--- config.mk ---
export PLATFORM = sky130hd
export DESIGN_NAME = fault_table_priority_reporter_flat
export DESIGN_NICKNAME = d
export VERILOG_FILES = /design/src/hdl/ftpr_pkg.sv /design/src/hdl/ftpr_req_if.sv /design/src/hdl/ftpr_rsp_if.sv /design/src/hdl/ftpr_csr.sv /design/src/hdl/ftpr_table.sv /design/src/hdl/ftpr_ctrl.sv /design/src/hdl/fault_table_priority_reporter.sv /design/src/flat_wrapper.sv
export SDC_FILE = /design/constraint.sdc
export NUM_CORES = 1
export LEC_CHECK = 0
export BUFFER_PORTS_ARGS = -buffer_cell sky130_fd_sc_hd__buf_2
export CAP_MARGIN = 10
export CORE_ASPECT_RATIO = 0.7
export CORE_MARGIN = 2
export CORE_UTILIZATION = 45
export DETAILED_ROUTE_END_ITERATION = 16
export SLEW_MARGIN = 20
export SYNTH_ARGS = -nofsm -noshare
export SYNTH_HDL_FRONTEND = slang
export SYNTH_SLANG_ARGS = --single-unit
--- constraint.sdc ---
create_clock -name clock -period 4.6 [get_ports clock]
set_input_delay 0 -clock clock [delete_from_list [all_inputs] [get_ports clock]]
set_output_delay 0 -clock clock [all_outputs]
set_load 0.02 [all_outputs]
--- src/hdl/ftpr_pkg.sv ---
// Shared types, codes and widths of the fault table priority reporter.
`default_nettype none

package ftpr_pkg;

   localparam int ENTRIES_DEFAULT    = 16;
   localparam int CODE_WIDTH_DEFAULT = 16;

   // Port field widths.
   localparam int MODE_W     = 3;
   localparam int INDEX_W    = 4;
   localparam int FCODE_W    = 16;
   localparam int LEVEL_W    = 2;
   localparam int STATUS_W   = 2;
   localparam int EIU_W      = 5;
   localparam int CSR_ADDR_W = 3;
   localparam int CSR_DATA_W = 32;

   localparam logic [EIU_W-1:0] EIU_RESET = 5'd16;

   // The running best level needs one code above the highest level so that
   // the first active entry always wins when the order is reversed.
   localparam int LEVEL_TOP = 3;
   localparam int BEST_W    = 3;
   localparam logic [BEST_W-1:0] BEST_INIT_REVERSED = 3'(LEVEL_TOP + 1);

   typedef enum logic [MODE_W-1:0] {
      MODE_LOAD      = 3'd0,
      MODE_SET       = 3'd1,
      MODE_CLEAR     = 3'd2,
      MODE_SET_ALL   = 3'd3,
      MODE_CLEAR_ALL = 3'd4,
      MODE_TICK      = 3'd5
   } mode_type;

   typedef enum logic [STATUS_W-1:0] {
      ST_OK        = 2'd0,
      ST_INVALID   = 2'd1,
      ST_NOT_FOUND = 2'd2
   } status_type;

   typedef enum logic [0:0] {
      REG_ENTRIES_IN_USE = 1'b0,
      REG_LEVEL_ORDER    = 1'b1
   } reg_index_type;

   typedef struct packed {
      logic wr_en;
      logic act_we;
      logic act_val;
   } tbl_cmd_type;

   function automatic int index_width(input int depth);
      return (depth > 1) ? $clog2(depth) : 1;
   endfunction

   function automatic int count_width(input int depth);
      return $clog2(depth + 1);
   endfunction

endpackage

`default_nettype wire

--- src/hdl/ftpr_req_if.sv ---
// Request channel of the fault table priority reporter.
`default_nettype none

interface ftpr_req_if;
   logic                          valid;
   logic                          ready;
   logic [ftpr_pkg::MODE_W-1:0]   mode;
   logic [ftpr_pkg::INDEX_W-1:0]  entry_index;
   logic [ftpr_pkg::FCODE_W-1:0]  fault_code;
   logic [ftpr_pkg::LEVEL_W-1:0]  fault_level;

   modport source (output valid, mode, entry_index, fault_code, fault_level, input ready);
   modport sink (input valid, mode, entry_index, fault_code, fault_level, output ready);
   modport monitor (input valid, ready, mode, entry_index, fault_code, fault_level);
endinterface

`default_nettype wire

--- src/hdl/ftpr_rsp_if.sv ---
// Response channel of the fault table priority reporter.
`default_nettype none

interface ftpr_rsp_if;
   logic                          valid;
   logic                          ready;
   logic [ftpr_pkg::STATUS_W-1:0] status;
   logic [ftpr_pkg::LEVEL_W-1:0]  report_level;
   logic [ftpr_pkg::FCODE_W-1:0]  report_code;

   modport source (output valid, status, report_level, report_code, input ready);
   modport sink (input valid, status, report_level, report_code, output ready);
   modport monitor (input valid, ready, status, report_level, report_code);
endinterface

`default_nettype wire

--- src/hdl/ftpr_csr.sv ---
// APB-style configuration registers of the fault table priority reporter.
`default_nettype none

module ftpr_csr (
   input  logic                              clock,
   input  logic                              reset,
   input  logic                              psel,
   input  logic                              penable,
   input  logic                              pwrite,
   input  logic [ftpr_pkg::CSR_ADDR_W-1:0]   paddr,
   input  logic [ftpr_pkg::CSR_DATA_W-1:0]   pwdata,
   output logic [ftpr_pkg::CSR_DATA_W-1:0]   prdata,
   output logic                              pready,
   output logic [ftpr_pkg::EIU_W-1:0]        entries_in_use,
   output logic                              level_order_reversed
);

   logic [ftpr_pkg::EIU_W-1:0] eiu_ff, eiu_in;
   logic                       rev_ff, rev_in;
   logic                       wr_strobe;
   ftpr_pkg::reg_index_type    reg_sel;

   assign pready    = 1'b1;
   assign wr_strobe = psel && penable && pwrite;
   assign reg_sel   = ftpr_pkg::reg_index_type'(paddr[2]);

   always_comb begin
      eiu_in = eiu_ff;
      rev_in = rev_ff;
      prdata = '0;
      case (reg_sel)
         ftpr_pkg::REG_ENTRIES_IN_USE: begin
            prdata = ftpr_pkg::CSR_DATA_W'(eiu_ff);
            if (wr_strobe) begin
               eiu_in = pwdata[ftpr_pkg::EIU_W-1:0];
            end
         end
         ftpr_pkg::REG_LEVEL_ORDER: begin
            prdata = ftpr_pkg::CSR_DATA_W'(rev_ff);
            if (wr_strobe) begin
               rev_in = pwdata[0];
            end
         end
         default: begin
            prdata = '0;
         end
      endcase
   end

   always_ff @(posedge clock) begin
      if (reset) begin
         eiu_ff <= ftpr_pkg::EIU_RESET;
         rev_ff <= 1'b0;
      end else begin
         eiu_ff <= eiu_in;
         rev_ff <= rev_in;
      end
   end

   assign entries_in_use       = eiu_ff;
   assign level_order_reversed = rev_ff;

endmodule

`default_nettype wire

--- src/hdl/ftpr_table.sv ---
// Fault entry store: code and level memory with one registered read port,
// written bits and active flags.
`default_nettype none

module ftpr_table #(
   parameter  int ENTRIES    = ftpr_pkg::ENTRIES_DEFAULT,
   parameter  int CODE_WIDTH = ftpr_pkg::CODE_WIDTH_DEFAULT,
   localparam int IDX_W      = ftpr_pkg::index_width(ENTRIES)
) (
   input  logic                             clock,
   input  logic                             reset,
   input  ftpr_pkg::tbl_cmd_type            cmd,
   input  logic [IDX_W-1:0]                 cmd_idx,
   input  logic [CODE_WIDTH-1:0]            wr_code,
   input  logic [ftpr_pkg::LEVEL_W-1:0]     wr_level,
   input  logic [IDX_W-1:0]                 rd_addr,
   output logic [CODE_WIDTH-1:0]            rd_code,
   output logic [ftpr_pkg::LEVEL_W-1:0]     rd_level,
   output logic [ENTRIES-1:0]               active
);

   logic [CODE_WIDTH-1:0]        code_mem  [ENTRIES];
   logic [ftpr_pkg::LEVEL_W-1:0] level_mem [ENTRIES];

   logic [ENTRIES-1:0]           written_ff, written_in;
   logic [ENTRIES-1:0]           active_ff, active_in;
   logic [CODE_WIDTH-1:0]        rd_code_raw_ff;
   logic [ftpr_pkg::LEVEL_W-1:0] rd_level_raw_ff;
   logic                         rd_written_ff;

   always_ff @(posedge clock) begin
      if (cmd.wr_en) begin
         code_mem[cmd_idx]  <= wr_code;
         level_mem[cmd_idx] <= wr_level;
      end
      rd_code_raw_ff  <= code_mem[rd_addr];
      rd_level_raw_ff <= level_mem[rd_addr];
   end

   // An entry never loaded since reset reads as code zero and level zero.
   always_comb begin
      written_in = written_ff;
      active_in  = active_ff;
      if (cmd.wr_en) begin
         written_in[cmd_idx] = 1'b1;
         active_in[cmd_idx]  = 1'b0;
      end
      if (cmd.act_we) begin
         active_in[cmd_idx] = cmd.act_val;
      end
   end

   always_ff @(posedge clock) begin
      if (reset) begin
         written_ff    <= '0;
         active_ff     <= '0;
         rd_written_ff <= 1'b0;
      end else begin
         written_ff    <= written_in;
         active_ff     <= active_in;
         rd_written_ff <= written_ff[rd_addr];
      end
   end

   assign rd_code  = rd_written_ff ? rd_code_raw_ff : '0;
   assign rd_level = rd_written_ff ? rd_level_raw_ff : '0;
   assign active   = active_ff;

endmodule

`default_nettype wire

--- src/hdl/ftpr_ctrl.sv ---
// Sequencer walking the fault table one entry per cycle for matching, bulk
// updates, level scan and rotation; match and scan share a compare unit.
`default_nettype none

module ftpr_ctrl #(
   parameter  int ENTRIES    = ftpr_pkg::ENTRIES_DEFAULT,
   parameter  int CODE_WIDTH = ftpr_pkg::CODE_WIDTH_DEFAULT,
   localparam int IDX_W      = ftpr_pkg::index_width(ENTRIES)
) (
   input  logic                             clock,
   input  logic                             reset,
   input  logic                             req_valid,
   output logic                             req_ready,
   input  logic [ftpr_pkg::MODE_W-1:0]      req_mode,
   input  logic [ftpr_pkg::INDEX_W-1:0]     req_entry_index,
   input  logic [ftpr_pkg::FCODE_W-1:0]     req_fault_code,
   input  logic [ftpr_pkg::LEVEL_W-1:0]     req_fault_level,
   output logic                             rsp_valid,
   input  logic                             rsp_ready,
   output logic [ftpr_pkg::STATUS_W-1:0]    rsp_status,
   output logic [ftpr_pkg::LEVEL_W-1:0]     rsp_report_level,
   output logic [ftpr_pkg::FCODE_W-1:0]     rsp_report_code,
   input  logic [ftpr_pkg::EIU_W-1:0]       cfg_entries_in_use,
   input  logic                             cfg_level_order_reversed,
   output ftpr_pkg::tbl_cmd_type            tbl_cmd,
   output logic [IDX_W-1:0]                 tbl_idx,
   output logic [CODE_WIDTH-1:0]            tbl_wr_code,
   output logic [ftpr_pkg::LEVEL_W-1:0]     tbl_wr_level,
   output logic [IDX_W-1:0]                 tbl_rd_addr,
   input  logic [CODE_WIDTH-1:0]            tbl_rd_code,
   input  logic [ftpr_pkg::LEVEL_W-1:0]     tbl_rd_level,
   input  logic [ENTRIES-1:0]               tbl_active
);

   localparam int CNT_W = ftpr_pkg::count_width(ENTRIES);

   typedef enum logic [2:0] {
      S_IDLE,
      S_LOAD,
      S_MATCH,
      S_BULK,
      S_LEVEL,
      S_ROTATE,
      S_FETCH,
      S_RESPOND
   } state_type;

   state_type                    state_ff, state_in;
   ftpr_pkg::mode_type           mode_ff, mode_in;
   logic [CODE_WIDTH-1:0]        code_ff, code_in;
   logic [IDX_W-1:0]             idx_ff, idx_in;
   logic [ftpr_pkg::LEVEL_W-1:0] level_ff, level_in;
   logic [CNT_W-1:0]             n_ff, n_in;
   logic [CNT_W-1:0]             cnt_ff, cnt_in;
   logic                         pipe_vld_ff, pipe_vld_in;
   logic [IDX_W-1:0]             pipe_idx_ff, pipe_idx_in;
   logic [ftpr_pkg::BEST_W-1:0]  best_ff, best_in;
   logic                         found_ff, found_in;
   logic [IDX_W-1:0]             ptr_ff, ptr_in;
   logic [IDX_W-1:0]             k_ff, k_in;
   ftpr_pkg::status_type         res_status_ff, res_status_in;
   logic [ftpr_pkg::LEVEL_W-1:0] res_level_ff, res_level_in;
   logic [ftpr_pkg::FCODE_W-1:0] res_code_ff, res_code_in;
   logic                         rsp_valid_ff, rsp_valid_in;
   ftpr_pkg::status_type         rsp_status_ff, rsp_status_in;
   logic [ftpr_pkg::LEVEL_W-1:0] rsp_level_ff, rsp_level_in;
   logic [ftpr_pkg::FCODE_W-1:0] rsp_code_ff, rsp_code_in;

   logic                         issue;
   logic [CNT_W-1:0]             n_span;
   logic [31:0]                  idx_ext;
   logic [31:0]                  req_code_ext;
   logic [31:0]                  rd_code_ext;
   logic [ftpr_pkg::BEST_W-1:0]  rd_level_ext;
   logic                         more_serious;
   logic                         code_hit;
   logic [CNT_W-1:0]             k_plus;
   logic [IDX_W-1:0]             k_next;
   logic [IDX_W-1:0]             scan_start;

   assign req_ready = (state_ff == S_IDLE);
   assign issue     = (cnt_ff < n_ff);

   // Entries in use saturate at the table depth.
   assign n_span = (32'(cfg_entries_in_use) > 32'(ENTRIES)) ? CNT_W'(ENTRIES)
                                                             : CNT_W'(cfg_entries_in_use);

   assign idx_ext      = 32'(req_entry_index);
   assign req_code_ext = 32'(req_fault_code);
   assign rd_code_ext  = 32'(tbl_rd_code);
   assign rd_level_ext = ftpr_pkg::BEST_W'(tbl_rd_level);

   // Shared compare unit: the code match and the level order test.
   assign code_hit     = (tbl_rd_code == code_ff);
   assign more_serious = cfg_level_order_reversed ? (rd_level_ext < best_ff)
                                                  : (rd_level_ext > best_ff);

   assign k_plus     = CNT_W'(k_ff) + CNT_W'(1);
   assign k_next     = (k_plus >= n_ff) ? '0 : k_plus[IDX_W-1:0];
   assign scan_start = (CNT_W'(ptr_ff) < n_ff) ? ptr_ff : '0;

   always_comb begin
      state_in      = state_ff;
      mode_in       = mode_ff;
      code_in       = code_ff;
      idx_in        = idx_ff;
      level_in      = level_ff;
      n_in          = n_ff;
      cnt_in        = cnt_ff;
      pipe_vld_in   = 1'b0;
      pipe_idx_in   = pipe_idx_ff;
      best_in       = best_ff;
      found_in      = found_ff;
      ptr_in        = ptr_ff;
      k_in          = k_ff;
      res_status_in = res_status_ff;
      res_level_in  = res_level_ff;
      res_code_in   = res_code_ff;
      rsp_valid_in  = rsp_valid_ff && !rsp_ready;
      rsp_status_in = rsp_status_ff;
      rsp_level_in  = rsp_level_ff;
      rsp_code_in   = rsp_code_ff;

      tbl_cmd       = '0;
      tbl_idx       = idx_ff;
      tbl_wr_code   = code_ff;
      tbl_wr_level  = level_ff;
      tbl_rd_addr   = cnt_ff[IDX_W-1:0];

      case (state_ff)
         S_IDLE: begin
            if (req_valid) begin
               mode_in       = ftpr_pkg::mode_type'(req_mode);
               code_in       = req_code_ext[CODE_WIDTH-1:0];
               idx_in        = idx_ext[IDX_W-1:0];
               level_in      = req_fault_level;
               n_in          = n_span;
               cnt_in        = '0;
               found_in      = 1'b0;
               best_in       = cfg_level_order_reversed ? ftpr_pkg::BEST_INIT_REVERSED : '0;
               res_status_in = ftpr_pkg::ST_OK;
               res_level_in  = '0;
               res_code_in   = '0;
               case (ftpr_pkg::mode_type'(req_mode))
                  ftpr_pkg::MODE_LOAD: begin
                     if (idx_ext >= 32'(ENTRIES)) begin
                        res_status_in = ftpr_pkg::ST_INVALID;
                        state_in      = S_RESPOND;
                     end else begin
                        state_in = S_LOAD;
                     end
                  end
                  ftpr_pkg::MODE_SET, ftpr_pkg::MODE_CLEAR: begin
                     state_in = S_MATCH;
                  end
                  ftpr_pkg::MODE_SET_ALL, ftpr_pkg::MODE_CLEAR_ALL: begin
                     state_in = S_BULK;
                  end
                  ftpr_pkg::MODE_TICK: begin
                     state_in = S_LEVEL;
                  end
                  default: begin
                     res_status_in = ftpr_pkg::ST_INVALID;
                     state_in      = S_RESPOND;
                  end
               endcase
            end
         end

         S_LOAD: begin
            tbl_cmd.wr_en = 1'b1;
            state_in      = S_RESPOND;
         end

         // Each read is issued the cycle before its compare, so the entry
         // under test is tagged with its index.
         S_MATCH: begin
            pipe_vld_in = issue;
            pipe_idx_in = cnt_ff[IDX_W-1:0];
            if (issue) begin
               cnt_in = cnt_ff + CNT_W'(1);
            end
            if (pipe_vld_ff && code_hit) begin
               tbl_cmd.act_we  = 1'b1;
               tbl_cmd.act_val = (mode_ff == ftpr_pkg::MODE_SET);
               tbl_idx         = pipe_idx_ff;
               pipe_vld_in     = 1'b0;
               state_in        = S_RESPOND;
            end else if (!issue && !pipe_vld_ff) begin
               res_status_in = ftpr_pkg::ST_NOT_FOUND;
               state_in      = S_RESPOND;
            end
         end

         S_BULK: begin
            if (issue) begin
               tbl_cmd.act_we  = 1'b1;
               tbl_cmd.act_val = (mode_ff == ftpr_pkg::MODE_SET_ALL);
               tbl_idx         = cnt_ff[IDX_W-1:0];
               cnt_in          = cnt_ff + CNT_W'(1);
            end else begin
               state_in = S_RESPOND;
            end
         end

         S_LEVEL: begin
            pipe_vld_in = issue;
            pipe_idx_in = cnt_ff[IDX_W-1:0];
            if (issue) begin
               cnt_in = cnt_ff + CNT_W'(1);
            end
            if (pipe_vld_ff) begin
               if (tbl_active[pipe_idx_ff]) begin
                  found_in = 1'b1;
                  if (more_serious) begin
                     best_in = rd_level_ext;
                  end
               end
            end else if (!issue) begin
               // Nothing to report: no active entry, or in normal order
               // every active entry sits at level none.
               if (!found_ff || (!cfg_level_order_reversed && best_ff == '0)) begin
                  state_in = S_RESPOND;
               end else begin
                  k_in     = scan_start;
                  state_in = S_ROTATE;
               end
            end
         end

         S_ROTATE: begin
            tbl_rd_addr = k_ff;
            if (tbl_active[k_ff]) begin
               ptr_in   = k_next;
               state_in = S_FETCH;
            end else begin
               k_in = k_next;
            end
         end

         S_FETCH: begin
            res_level_in = best_ff[ftpr_pkg::LEVEL_W-1:0];
            res_code_in  = rd_code_ext[ftpr_pkg::FCODE_W-1:0];
            state_in     = S_RESPOND;
         end

         S_RESPOND: begin
            if (!rsp_valid_ff || rsp_ready) begin
               rsp_valid_in  = 1'b1;
               rsp_status_in = res_status_ff;
               rsp_level_in  = res_level_ff;
               rsp_code_in   = res_code_ff;
               state_in      = S_IDLE;
            end
         end

         default: begin
            state_in = S_IDLE;
         end
      endcase
   end

   always_ff @(posedge clock) begin
      if (reset) begin
         state_ff     <= S_IDLE;
         cnt_ff       <= '0;
         pipe_vld_ff  <= 1'b0;
         found_ff     <= 1'b0;
         ptr_ff       <= '0;
         rsp_valid_ff <= 1'b0;
      end else begin
         state_ff     <= state_in;
         cnt_ff       <= cnt_in;
         pipe_vld_ff  <= pipe_vld_in;
         found_ff     <= found_in;
         ptr_ff       <= ptr_in;
         rsp_valid_ff <= rsp_valid_in;
      end
      mode_ff       <= mode_in;
      code_ff       <= code_in;
      idx_ff        <= idx_in;
      level_ff      <= level_in;
      n_ff          <= n_in;
      pipe_idx_ff   <= pipe_idx_in;
      best_ff       <= best_in;
      k_ff          <= k_in;
      res_status_ff <= res_status_in;
      res_level_ff  <= res_level_in;
      res_code_ff   <= res_code_in;
      rsp_status_ff <= rsp_status_in;
      rsp_level_ff  <= rsp_level_in;
      rsp_code_ff   <= rsp_code_in;
   end

   assign rsp_valid        = rsp_valid_ff;
   assign rsp_status       = rsp_status_ff;
   assign rsp_report_level = rsp_level_ff;
   assign rsp_report_code  = rsp_code_ff;

endmodule

`default_nettype wire

--- src/hdl/fault_table_priority_reporter.sv ---
// Top level of the fault table priority reporter.
// The block holds ENTRIES fault entries (code, level, active flag) and takes
// one request beat at a time: load an entry, set or clear the first entry
// with a matching code, set or clear all entries in use, or tick, which
// reports the most serious active level and the next active code in
// round-robin order; undefined modes get an invalid status. Every request
// gives exactly one response beat. Matching, the level pass and the rotation
// go through a single registered read port on the entry memory, one entry per
// cycle; a tick makes a level pass over the table, then a rotation walk from
// the pointer. The request side is not ready while an item is in progress; a
// finished response waits in its own register, so the next request is taken
// while the previous response is still unclaimed. No clearing pass follows
// reset: per-entry written and active flags clear at once. Configuration is
// to be written through the APB-style port only while idle; the block itself
// does not enforce this.
`default_nettype none

module fault_table_priority_reporter #(
   parameter int ENTRIES    = ftpr_pkg::ENTRIES_DEFAULT,
   parameter int CODE_WIDTH = ftpr_pkg::CODE_WIDTH_DEFAULT
) (
   input  logic                             clock,
   input  logic                             reset,
   ftpr_req_if.sink                         req,
   ftpr_rsp_if.source                       rsp,
   input  logic                             psel,
   input  logic                             penable,
   input  logic                             pwrite,
   input  logic [ftpr_pkg::CSR_ADDR_W-1:0]  paddr,
   input  logic [ftpr_pkg::CSR_DATA_W-1:0]  pwdata,
   output logic [ftpr_pkg::CSR_DATA_W-1:0]  prdata,
   output logic                             pready
);

   localparam int IDX_W = ftpr_pkg::index_width(ENTRIES);

   logic [ftpr_pkg::EIU_W-1:0]   entries_in_use;
   logic                         level_order_reversed;
   ftpr_pkg::tbl_cmd_type        tbl_cmd;
   logic [IDX_W-1:0]             tbl_idx;
   logic [CODE_WIDTH-1:0]        tbl_wr_code;
   logic [ftpr_pkg::LEVEL_W-1:0] tbl_wr_level;
   logic [IDX_W-1:0]             tbl_rd_addr;
   logic [CODE_WIDTH-1:0]        tbl_rd_code;
   logic [ftpr_pkg::LEVEL_W-1:0] tbl_rd_level;
   logic [ENTRIES-1:0]           tbl_active;

   ftpr_csr u_csr (
      .clock                (clock),
      .reset                (reset),
      .psel                 (psel),
      .penable              (penable),
      .pwrite               (pwrite),
      .paddr                (paddr),
      .pwdata               (pwdata),
      .prdata               (prdata),
      .pready               (pready),
      .entries_in_use       (entries_in_use),
      .level_order_reversed (level_order_reversed)
   );

   ftpr_table #(
      .ENTRIES    (ENTRIES),
      .CODE_WIDTH (CODE_WIDTH)
   ) u_table (
      .clock    (clock),
      .reset    (reset),
      .cmd      (tbl_cmd),
      .cmd_idx  (tbl_idx),
      .wr_code  (tbl_wr_code),
      .wr_level (tbl_wr_level),
      .rd_addr  (tbl_rd_addr),
      .rd_code  (tbl_rd_code),
      .rd_level (tbl_rd_level),
      .active   (tbl_active)
   );

   ftpr_ctrl #(
      .ENTRIES    (ENTRIES),
      .CODE_WIDTH (CODE_WIDTH)
   ) u_ctrl (
      .clock                    (clock),
      .reset                    (reset),
      .req_valid                (req.valid),
      .req_ready                (req.ready),
      .req_mode                 (req.mode),
      .req_entry_index          (req.entry_index),
      .req_fault_code           (req.fault_code),
      .req_fault_level          (req.fault_level),
      .rsp_valid                (rsp.valid),
      .rsp_ready                (rsp.ready),
      .rsp_status               (rsp.status),
      .rsp_report_level         (rsp.report_level),
      .rsp_report_code          (rsp.report_code),
      .cfg_entries_in_use       (entries_in_use),
      .cfg_level_order_reversed (level_order_reversed),
      .tbl_cmd                  (tbl_cmd),
      .tbl_idx                  (tbl_idx),
      .tbl_wr_code              (tbl_wr_code),
      .tbl_wr_level             (tbl_wr_level),
      .tbl_rd_addr              (tbl_rd_addr),
      .tbl_rd_code              (tbl_rd_code),
      .tbl_rd_level             (tbl_rd_level),
      .tbl_active               (tbl_active)
   );

endmodule

`default_nettype wire

--- src/flat_wrapper.sv ---
// flat-port wrapper written by rule: the top's interface ports become plain ports
module fault_table_priority_reporter_flat 
#(
   parameter int ENTRIES    = ftpr_pkg::ENTRIES_DEFAULT,
   parameter int CODE_WIDTH = ftpr_pkg::CODE_WIDTH_DEFAULT
)
  (clock, reset, psel, penable, pwrite, paddr, pwdata, prdata, pready, req_valid, req_mode, req_entry_index, req_fault_code, req_fault_level, req_ready, rsp_valid, rsp_status, rsp_report_level, rsp_report_code, rsp_ready);
  ftpr_req_if req_i ();
  ftpr_rsp_if rsp_i ();
  input  logic clock;
  input  logic reset;
  input  logic psel;
  input  logic penable;
  input  logic pwrite;
  input  logic [ftpr_pkg::CSR_ADDR_W-1:0] paddr;
  input  logic [ftpr_pkg::CSR_DATA_W-1:0] pwdata;
  output logic [ftpr_pkg::CSR_DATA_W-1:0] prdata;
  output logic pready;
  input wire logic [$bits(req_i.valid)-1:0] req_valid;
  input wire logic [$bits(req_i.mode)-1:0] req_mode;
  input wire logic [$bits(req_i.entry_index)-1:0] req_entry_index;
  input wire logic [$bits(req_i.fault_code)-1:0] req_fault_code;
  input wire logic [$bits(req_i.fault_level)-1:0] req_fault_level;
  output wire logic [$bits(req_i.ready)-1:0] req_ready;
  output wire logic [$bits(rsp_i.valid)-1:0] rsp_valid;
  output wire logic [$bits(rsp_i.status)-1:0] rsp_status;
  output wire logic [$bits(rsp_i.report_level)-1:0] rsp_report_level;
  output wire logic [$bits(rsp_i.report_code)-1:0] rsp_report_code;
  input wire logic [$bits(rsp_i.ready)-1:0] rsp_ready;
  assign req_i.valid = req_valid;
  assign req_i.mode = req_mode;
  assign req_i.entry_index = req_entry_index;
  assign req_i.fault_code = req_fault_code;
  assign req_i.fault_level = req_fault_level;
  assign req_ready = req_i.ready;
  assign rsp_valid = rsp_i.valid;
  assign rsp_status = rsp_i.status;
  assign rsp_report_level = rsp_i.report_level;
  assign rsp_report_code = rsp_i.report_code;
  assign rsp_i.ready = rsp_ready;
  fault_table_priority_reporter #(.ENTRIES(ENTRIES), .CODE_WIDTH(CODE_WIDTH)) u_core (.clock(clock), .reset(reset), .req(req_i), .rsp(rsp_i), .psel(psel), .penable(penable), .pwrite(pwrite), .paddr(paddr), .pwdata(pwdata), .prdata(prdata), .pready(pready));
endmodule
==> results of run 1 <==
==> worst paths after layout <==
check | start | to
hold / removal | pwrite | u_core.u_csr.entries_in_use[4]
hold reg to reg | u_core.u_ctrl.res_code_ff[12] | u_core.u_ctrl.rsp_report_code[12]
setup / recovery | u_core.u_ctrl.tbl_wr_code[9] | u_core.u_table.level_mem[11][0]
setup reg to reg | u_core.u_ctrl.tbl_wr_code[9] | u_core.u_table.level_mem[11][0]
==> layer usage <==
layer | up-vias | part of all wire [%] | track usage [%]
met3 | 45 | 8.2 | 4.558
li1 | 4424 | - | -
met1 | 4972 | 48 | 29.98
met4 | 0 | 1.7 | 4.643
met5 | - | 0 | 0
met2 | 323 | 42 | 27.27
==> state kept, by name (all words and copies together), names as in the netlist, 5 cells and up <==
| signal | cells |
|---|---|
| u_core.u_table.code_mem | 256 |
| u_core.u_table.level_mem | 32 |
| u_core.u_ctrl.res_code_ff | 16 |
| u_core.u_ctrl.rsp_report_code | 16 |
| u_core.u_ctrl.tbl_wr_code | 16 |
| u_core.u_table.active | 16 |
| u_core.u_table.rd_code_raw_ff | 16 |
| u_core.u_table.written_ff | 16 |
| u_core.u_csr.entries_in_use | 5 |
| u_core.u_ctrl.cnt_ff | 5 |
| u_core.u_ctrl.n_ff | 5 |
==> kinds of logic (layout without fill, tap and decap cells) <==
family	count (synthesis)	count (layout)
DFF	441	441
and+or+nand+nor	237	237
AOI/OAI and AO/OA	154	154
buffers and inverters	104	252
muxes	103	103
adders and majority gates	16	16
xor gates and xnor gates	10	10
other	2	28
==> worst register-to-register path, cell delays in order, from the launching register on <==
cell,delay (ns)
edfxtp_1,0.68
nor4_1,0.40
nand2_1,0.09
o31ai_1,0.08
nand4_1,0.22
or4_1,0.67
mux2_4,0.38
o221a_2,0.32
nand2b_1,0.42
nor2_2,0.19
buf_4,0.36
==> timing repair <==
item | 4_1_cts | 5_1_grt
gates resized for setup | 0 | 0
hold buffers | 38 | 0
endpoints found under the hold margin | 46 | 0
==> report_power, final <==
| group | switching (uW) | total, uW | internal [uW] | leakage (uW) |
|---|---|---|---|---|
| Combinational | 1350 | 2430 | 1080 | 0.00255 |
| Sequential | 410 | 5300 | 4890 | 0.00394 |
| Clock | 1470 | 3470 | 1990 | 0.000691 |
==> synth_stat cells (4+ instances only) <==
cell type / number / area share [%]
nor4_1: 5 / 0.18
buf_2: 10 / 0.28
dfxtp_1: 72 / 8.1
nor3_1: 10 / 0.28
nor2_1: 39 / 0.82
and3_1: 5 / 0.18
a211oi_1: 19 / 0.80
buf_1: 5 / 0.11
nand3_1: 16 / 0.45
a31oi_1: 19 / 0.67
nand2_1: 69 / 1.5
inv_1: 28 / 0.59
a32o_1: 5 / 0.28
o21ai_1: 11 / 0.31
o21a_1: 16 / 0.67
clkbuf_1: 29 / 0.61
ha_1: 16 / 1.1
o31ai_1: 4 / 0.17
nor3b_1: 4 / 0.17
nor2b_1: 15 / 0.53
o22ai_1: 7 / 0.25
a21oi_1: 17 / 0.48
a22oi_1: 6 / 0.25
xor2_1: 5 / 0.25
o21ai_0: 15 / 0.42
o211ai_1: 13 / 0.55
edfxtp_1: 369 / 62
and2_1: 42 / 1.5
mux2i_1: 12 / 0.67
xnor2_1: 5 / 0.25
mux2_2: 5 / 0.32
mux4_2: 85 / 11
buf_4: 28 / 1.2
nand2b_1: 11 / 0.39
==> cell type report <==
class	instances	area, um2
multi-input combinational	548	4935
timing repair buffer	145	1174
clock buffer	58	1234
clock inverter	20	166.4
fill	3127	17940
inverter	29	108.9
sequential	441	12520
tap	527	659.4
==> stage by stage <==
step                      setup slack, ns  area, um2  cells  hold WS [ns]
after CTS                          0.4695      20790   1768       0.02439
after detailed placement           0.5228      19010   1652        0.1781
final                              0.4254      20800   1768       0.05710
after floorplan                    0.6577      17890   1093       0.07811
after global routing               0.2838      20800   1768       0.09059
after global placement             0.5950      19010   1652        0.1771
==> metrics.md, run 1 <==
| Metric | Value |
|---|---|
| Final Max Tran Viols | 0 |
| Crit-path max FO | 19 |
| CTS Sinks | 441 |
| First-pass GRT wire length | 58,910 um |
| Number of port buffers | 64 |
| Hold path cells | 4 |
| Power per cell area | 538.5 nW/um2 |
| Die Ht | 170.4 um |
| Sequential-to-total area share from yosys stat | 70.36% |
| Post-synthesis xor/xnor area fraction | 0.4921% |
| Fraction of the mapped netlist area in simple logic gates | 6.939% |
| Ratio of cells with drive above 1 in the final layout | 24.17% |
| Post-synthesis mux area share | 11.83% |
| Post-route clock period utilization | 90.75% |
| CP startpoint kind | register |
| Drt drc | 0 |
| Delay-heaviest family, CP | simple AND/OR/NAND/NOR gates |
| Final Wtd Congestion | 0.8199 |
| Initial antenna violation count | 3 |
| Max Cap Viol | 0 |
| Post-Synth Adder-Cell Area | 1.125% |
| Largest net degree at the start of global routing | 59 |
| CP Class | register to register |
| Commonest non-fill, non-tap cells in the layout | 369 x edfxtp_1, 85 x mux4_2, 72 x dfxtp_1 |
| Fmax | 239.5 MHz |
| Final wirelength | 39,160 um |
| WL per Instance | 22.15 um |
| TNS Setup | 0 ns |
| Clock Path Buffers | 3 |
| TritonCTS buffer count | 42 |
| DR vias/cell | 5.523 |
| Die width | 241.7 um |
| Cells on worst reg2reg path | 10 |
| Synth unique cells | 69 |
| Worst path buffer plus inverter count | 1 |
| Core box area | 38,740 um2 |
| Synthesized area | 17,800 um2 |
| Top Ports | 122 |
| Slew @ Worst Pin | 1.050 ns |
| Area growth syn-to-layout | 16.87% |
| Slowest cell on the critical path | edfxtp_1 |
| Ant diodes | 0 |
| FFs w/ async S/R, synth | 0% |
| Starting Density | 45.94% |
| LEAKAGE | 0.007173 uW |
| Number of synthesized flops with an enable pin | 369 |
| Synth Warn # | 0 |
| Crit path time final | 4.175 ns |
| Nets | 1,290 |
| Initial DRC Count | 794 |
| Synth Flop Type | edfxtp_1 |
| Post-CTS Repair Setup Buffers | 0 |
| Synth Register Bits | 441 |
| Final core area utilization | 53.69% |
| Mapped Avg Cell Area | 16.68 um2 |
| Critical path arrival | 4.38 ns |
| GRT Util Overall | 19.28% |
| Worst-skew pair later-pin latency | 0.57 ns |
| Critical-path cell list | nor4_1 > nand2_1 > o31ai_1 > nand4_1 > or4_1 > mux2_4 > o221a_2 > nand2b_1 > nor2_2 > buf_4 |
| Clk_skew | 0.02863 ns |
| Worst setup EP type | register |
| Worst endpoint required time | 4.81 ns |
| Mapped Cells | 1,067 |
| # H-tree levels | 2 |
| Die area | 41,180 um2 |
| Overall Power | 11,200 uW |
| Commonest non-fill, non-tap cell in the layout | edfxtp_1 |
| First-pass DRT Iterations | 5 |
| Compound-Gate Fraction of Synth Area | 6.229% |
| Delay of the slowest cell on the worst path | 0.68 ns |
| Final setup vio count | 0 |
| Crit. path cell count | 10 |
| Clock Tree Root | clkbuf_16 |
| Worst min path class | input pin to register |
| Hpwl dp | 24,450 um |
| Overflow after GRT | 0 |
| Reg2Reg Setup Slack | 0.43 ns |
| Number of core rows | 60 |
| Vias in the first global route | 9,398 |
| Slew headroom | 28.54% |
| Largest family of logic cells by synthesized area | multiplexers |
| RSZ-0062 raised after global routing | false |
| Fin. Hold Viols | 0 |
| Largest vdd supply drop | 0.0003588 V |
| Clk pin slew, worst setup/hold paths | 0.06 ns |
| Number of nets with antenna violations after routing | 0 |
| CTS tree | built |
| Outcome | completed |
| Detailed-route via count | 9,764 |
No activity file was read; power rests on OpenSTA's default activity.
==> run 2, diff against run 1 <==
- SYNTH_HIERARCHICAL: unset -> 1
- clock period: 4.6 -> 4.8 ns (I/O delays scaled with it)
==> metrics.md, run 2 <==
| Metric | Value |
|---|---|
| Initial DRC Count | 1,077 |
| Number of core rows | 60 |
| WL per Instance | 23.26 um |
| Final wirelength | 40,820 um |
| LEAKAGE | 0.006980 uW |
| Die area | 41,100 um2 |
| Compound-Gate Fraction of Synth Area | 5.227% |
| Post-synthesis xor/xnor area fraction | 1.036% |
| Resized cells post-CTS | 0 |
| Ant diodes | 0 |
| Fmax | 234.1 MHz |
| Synth Register Bits | 441 |
| Synth cell count leaders | 369 x edfxtp_1, 79 x mux4_2, 72 x dfxtp_1, 66 x nor2_1, 47 x nand2_1 |
| Ratio of cells with drive above 1 in the final layout | 23.29% |
| Hold path cells | 3 |
| Starting Density | 45.94% |
| Final core area utilization | 52.95% |
| Clk_skew | 0.02065 ns |
| Largest register FFs | 256 |
| Drt drc | 0 |
| Number of port buffers | 64 |
| Fin. Hold Viols | 0 |
| Final Max Tran Viols | 0 |
| Outcome | completed |
| Filler Cell Count | 3,083 |
| Synth Warn # | 6 |
| Vias in the first global route | 9,464 |
| First-pass GRT wire length | 60,690 um |
| Worst min path class | input pin to register |
| Synthesized area | 17,760 um2 |
| GRT Util Overall | 20.42% |
| Slew @ Worst Pin | 1.185 ns |
| # H-tree levels | 2 |
| Mapped Avg Cell Area | 16.76 um2 |
| Die width | 241.5 um |
| Post-synthesis mux area share | 11.79% |
| Largest Register | u_core/u_table/code_mem |
| Max Cap Viol | 0 |
| Synth Flop Type | edfxtp_1 |
| Commonest non-fill, non-tap cell in the layout | edfxtp_1 |
| Power per cell area | 507.7 nW/um2 |
| Clock Tree Root | clkbuf_16 |
| CTS Sinks | 441 |
| CP Class | register to register |
| DR vias/cell | 5.529 |
| Clk pin slew, worst setup/hold paths | 0.06 ns |
| Core box area | 38,660 um2 |
| Most common cell in the netlist | edfxtp_1 |
| Mapped Cells | 1,060 |
| Clock Path Buffers | 3 |
| Top Ports | 122 |
| Crit path time final | 4.272 ns |
| Cells on worst reg2reg path | 10 |
| Die Ht | 170.2 um |
| TNS Setup | 0 ns |
| Post-CTS Repair Setup Buffers | 0 |
| Number of nets with antenna violations after routing | 0 |
| Crit-path max FO | 19 |
| Final setup vio count | 0 |
| Fraction of the mapped netlist area in simple logic gates | 7.045% |
| Area growth syn-to-layout | 15.25% |
| Worst setup EP type | register |
| Met2 Wirelength | 17,630 um |
| Worst-skew pair later-pin latency | 0.55 ns |
| Synth unique cells | 60 |
| Largest vdd supply drop | 0.0002715 V |
| TritonCTS buffer count | 43 |
| CP startpoint kind | register |
| Final Wtd Congestion | 0.8765 |
| Post-route clock period utilization | 89.01% |
| RSZ-0062 raised after global routing | false |
| WL met3 | 3597 um |
| Post-synth top area cell | edfxtp_1 |
| Initial antenna violation count | 0 |
| Post-cts hold buffer count | 34 |
| Post-Synth Adder-Cell Area | 1.127% |
| First-pass DRT Iterations | 5 |
| Commonest non-fill, non-tap cells in the layout | 369 x edfxtp_1, 79 x mux4_2, 72 x dfxtp_1 |
| CTS tree | built |
| Nets | 1,278 |
| Overflow after GRT | 0 |
| Largest net degree at the start of global routing | 53 |
| Hpwl dp | 25,250 um |
| Worst endpoint required time | 4.99 ns |
| Top cell type's share of synthesized area | 62.39% |
| Number of synthesized flops with an enable pin | 369 |
| Met1 WL | 19,040 um |
| Highest metal used | met4 |
| Critical path arrival | 4.47 ns |
| Synth top area cells | edfxtp_1 62%, mux4_2 10%, dfxtp_1 8.1% |
| Largest family of logic cells by synthesized area | multiplexers |
| Detailed-route via count | 9,704 |
| Biggest regs | u_core/u_table/code_mem x256, u_core/u_table/level_mem x32 |
| FFs w/ async S/R, synth | 0% |
| Sequential-to-total area share from yosys stat | 70.50% |
| Slew headroom | 20.98% |
-- run 2: changes by cell type after synthesis, sizes merged, moves of 15 or more --
cell / before / now
nor2: 42 / 67
a211oi: 19 / 4
a31oi: 19 / 3
nand2: 70 / 47
a221o: 2 / 18
o21a: 16 / 0
a22o: 1 / 18
-- run 2: area by class of cell --
cell class | count | area [um2] | area share [%]
timing repair buffer | 141 | 1008 | 4.927
multi-input combinational | 540 | 4826 | 23.58
sequential | 441 | 12520 | 61.17
tap | 527 | 659.4 | 3.221
clock buffer | 66 | 1232 | 6.021
inverter | 28 | 105.1 | 0.5134
clock inverter | 12 | 116.4 | 0.5685
-- run 2: where the power goes --
| group | internal, uW | leakage [uW] | switching [uW] | total, uW |
|---|---|---|---|---|
| registers | 4650 | 0.00394 | 291 | 4940 |
| logic | 978 | 0.00239 | 1210 | 2180 |
| clock network | 1880 | 0.000655 | 1390 | 3270 |
-- run 2: cell families (layout without fill, tap and decap cells) --
logic type	after synthesis	in the layout
multiplexers	103	103
other	2	28
flip-flops	441	441
buffers and inverters	105	247
AO/OA/AOI/OAI	128	128
adder cells (fa/ha/maj)	16	16
AND/OR/NAND/NOR	244	244
XOR/XNOR	21	21
-- run 2: layer usage --
metal | vias up | GRT usage (%)
met4 | 0 | 4.133
met5 | - | 0
met3 | 46 | 5.223
met2 | 408 | 28.96
li1 | 4310 | -
met1 | 4940 | 31.79
-- run 2: through the flow --
stage	std cells	instance area [um2]	hold WS, ns	power, uW	setup WS (ns)
6_report	1755	20470	0.04042	10390	0.5278
5_1_grt	1755	20470	0.04812	10830	0.1392
4_1_cts	1755	20460	0.01615	10480	0.5590
3_5_place_dp	1643	18780	0.1781	7188	0.5967
3_3_place_gp	1643	18780	0.1763	7167	0.6773
2_1_floorplan	1086	17860	0.09887	6560	1.213
-- run 2: path summary, 6_finish.rpt --
kind,slack (ns),startpoint,to
max,0.53,u_core/u_table/rd_written_ff,u_core/u_table/code_mem[9][5]
min,0.04,penable,u_core/u_csr/entries_in_use[3]
max reg2reg,0.53,u_core/u_table/rd_written_ff,u_core/u_table/code_mem[9][5]
min reg2reg,0.42,u_core/u_ctrl/res_code_ff[9],u_core/u_ctrl/rsp_report_code[9]
-- run 2: worst max-delay path: stages (launching register included) --
cell and delay, ns:
dfxtp_1 0.68, and2_1 0.25, xnor2_1 0.17, nand4_1 0.14, nor3_1 0.52, nand3_1 0.35, nand2_1 0.32, o221ai_1 0.39
nand2b_1 0.48, nor2_2 0.19, buf_4 0.38
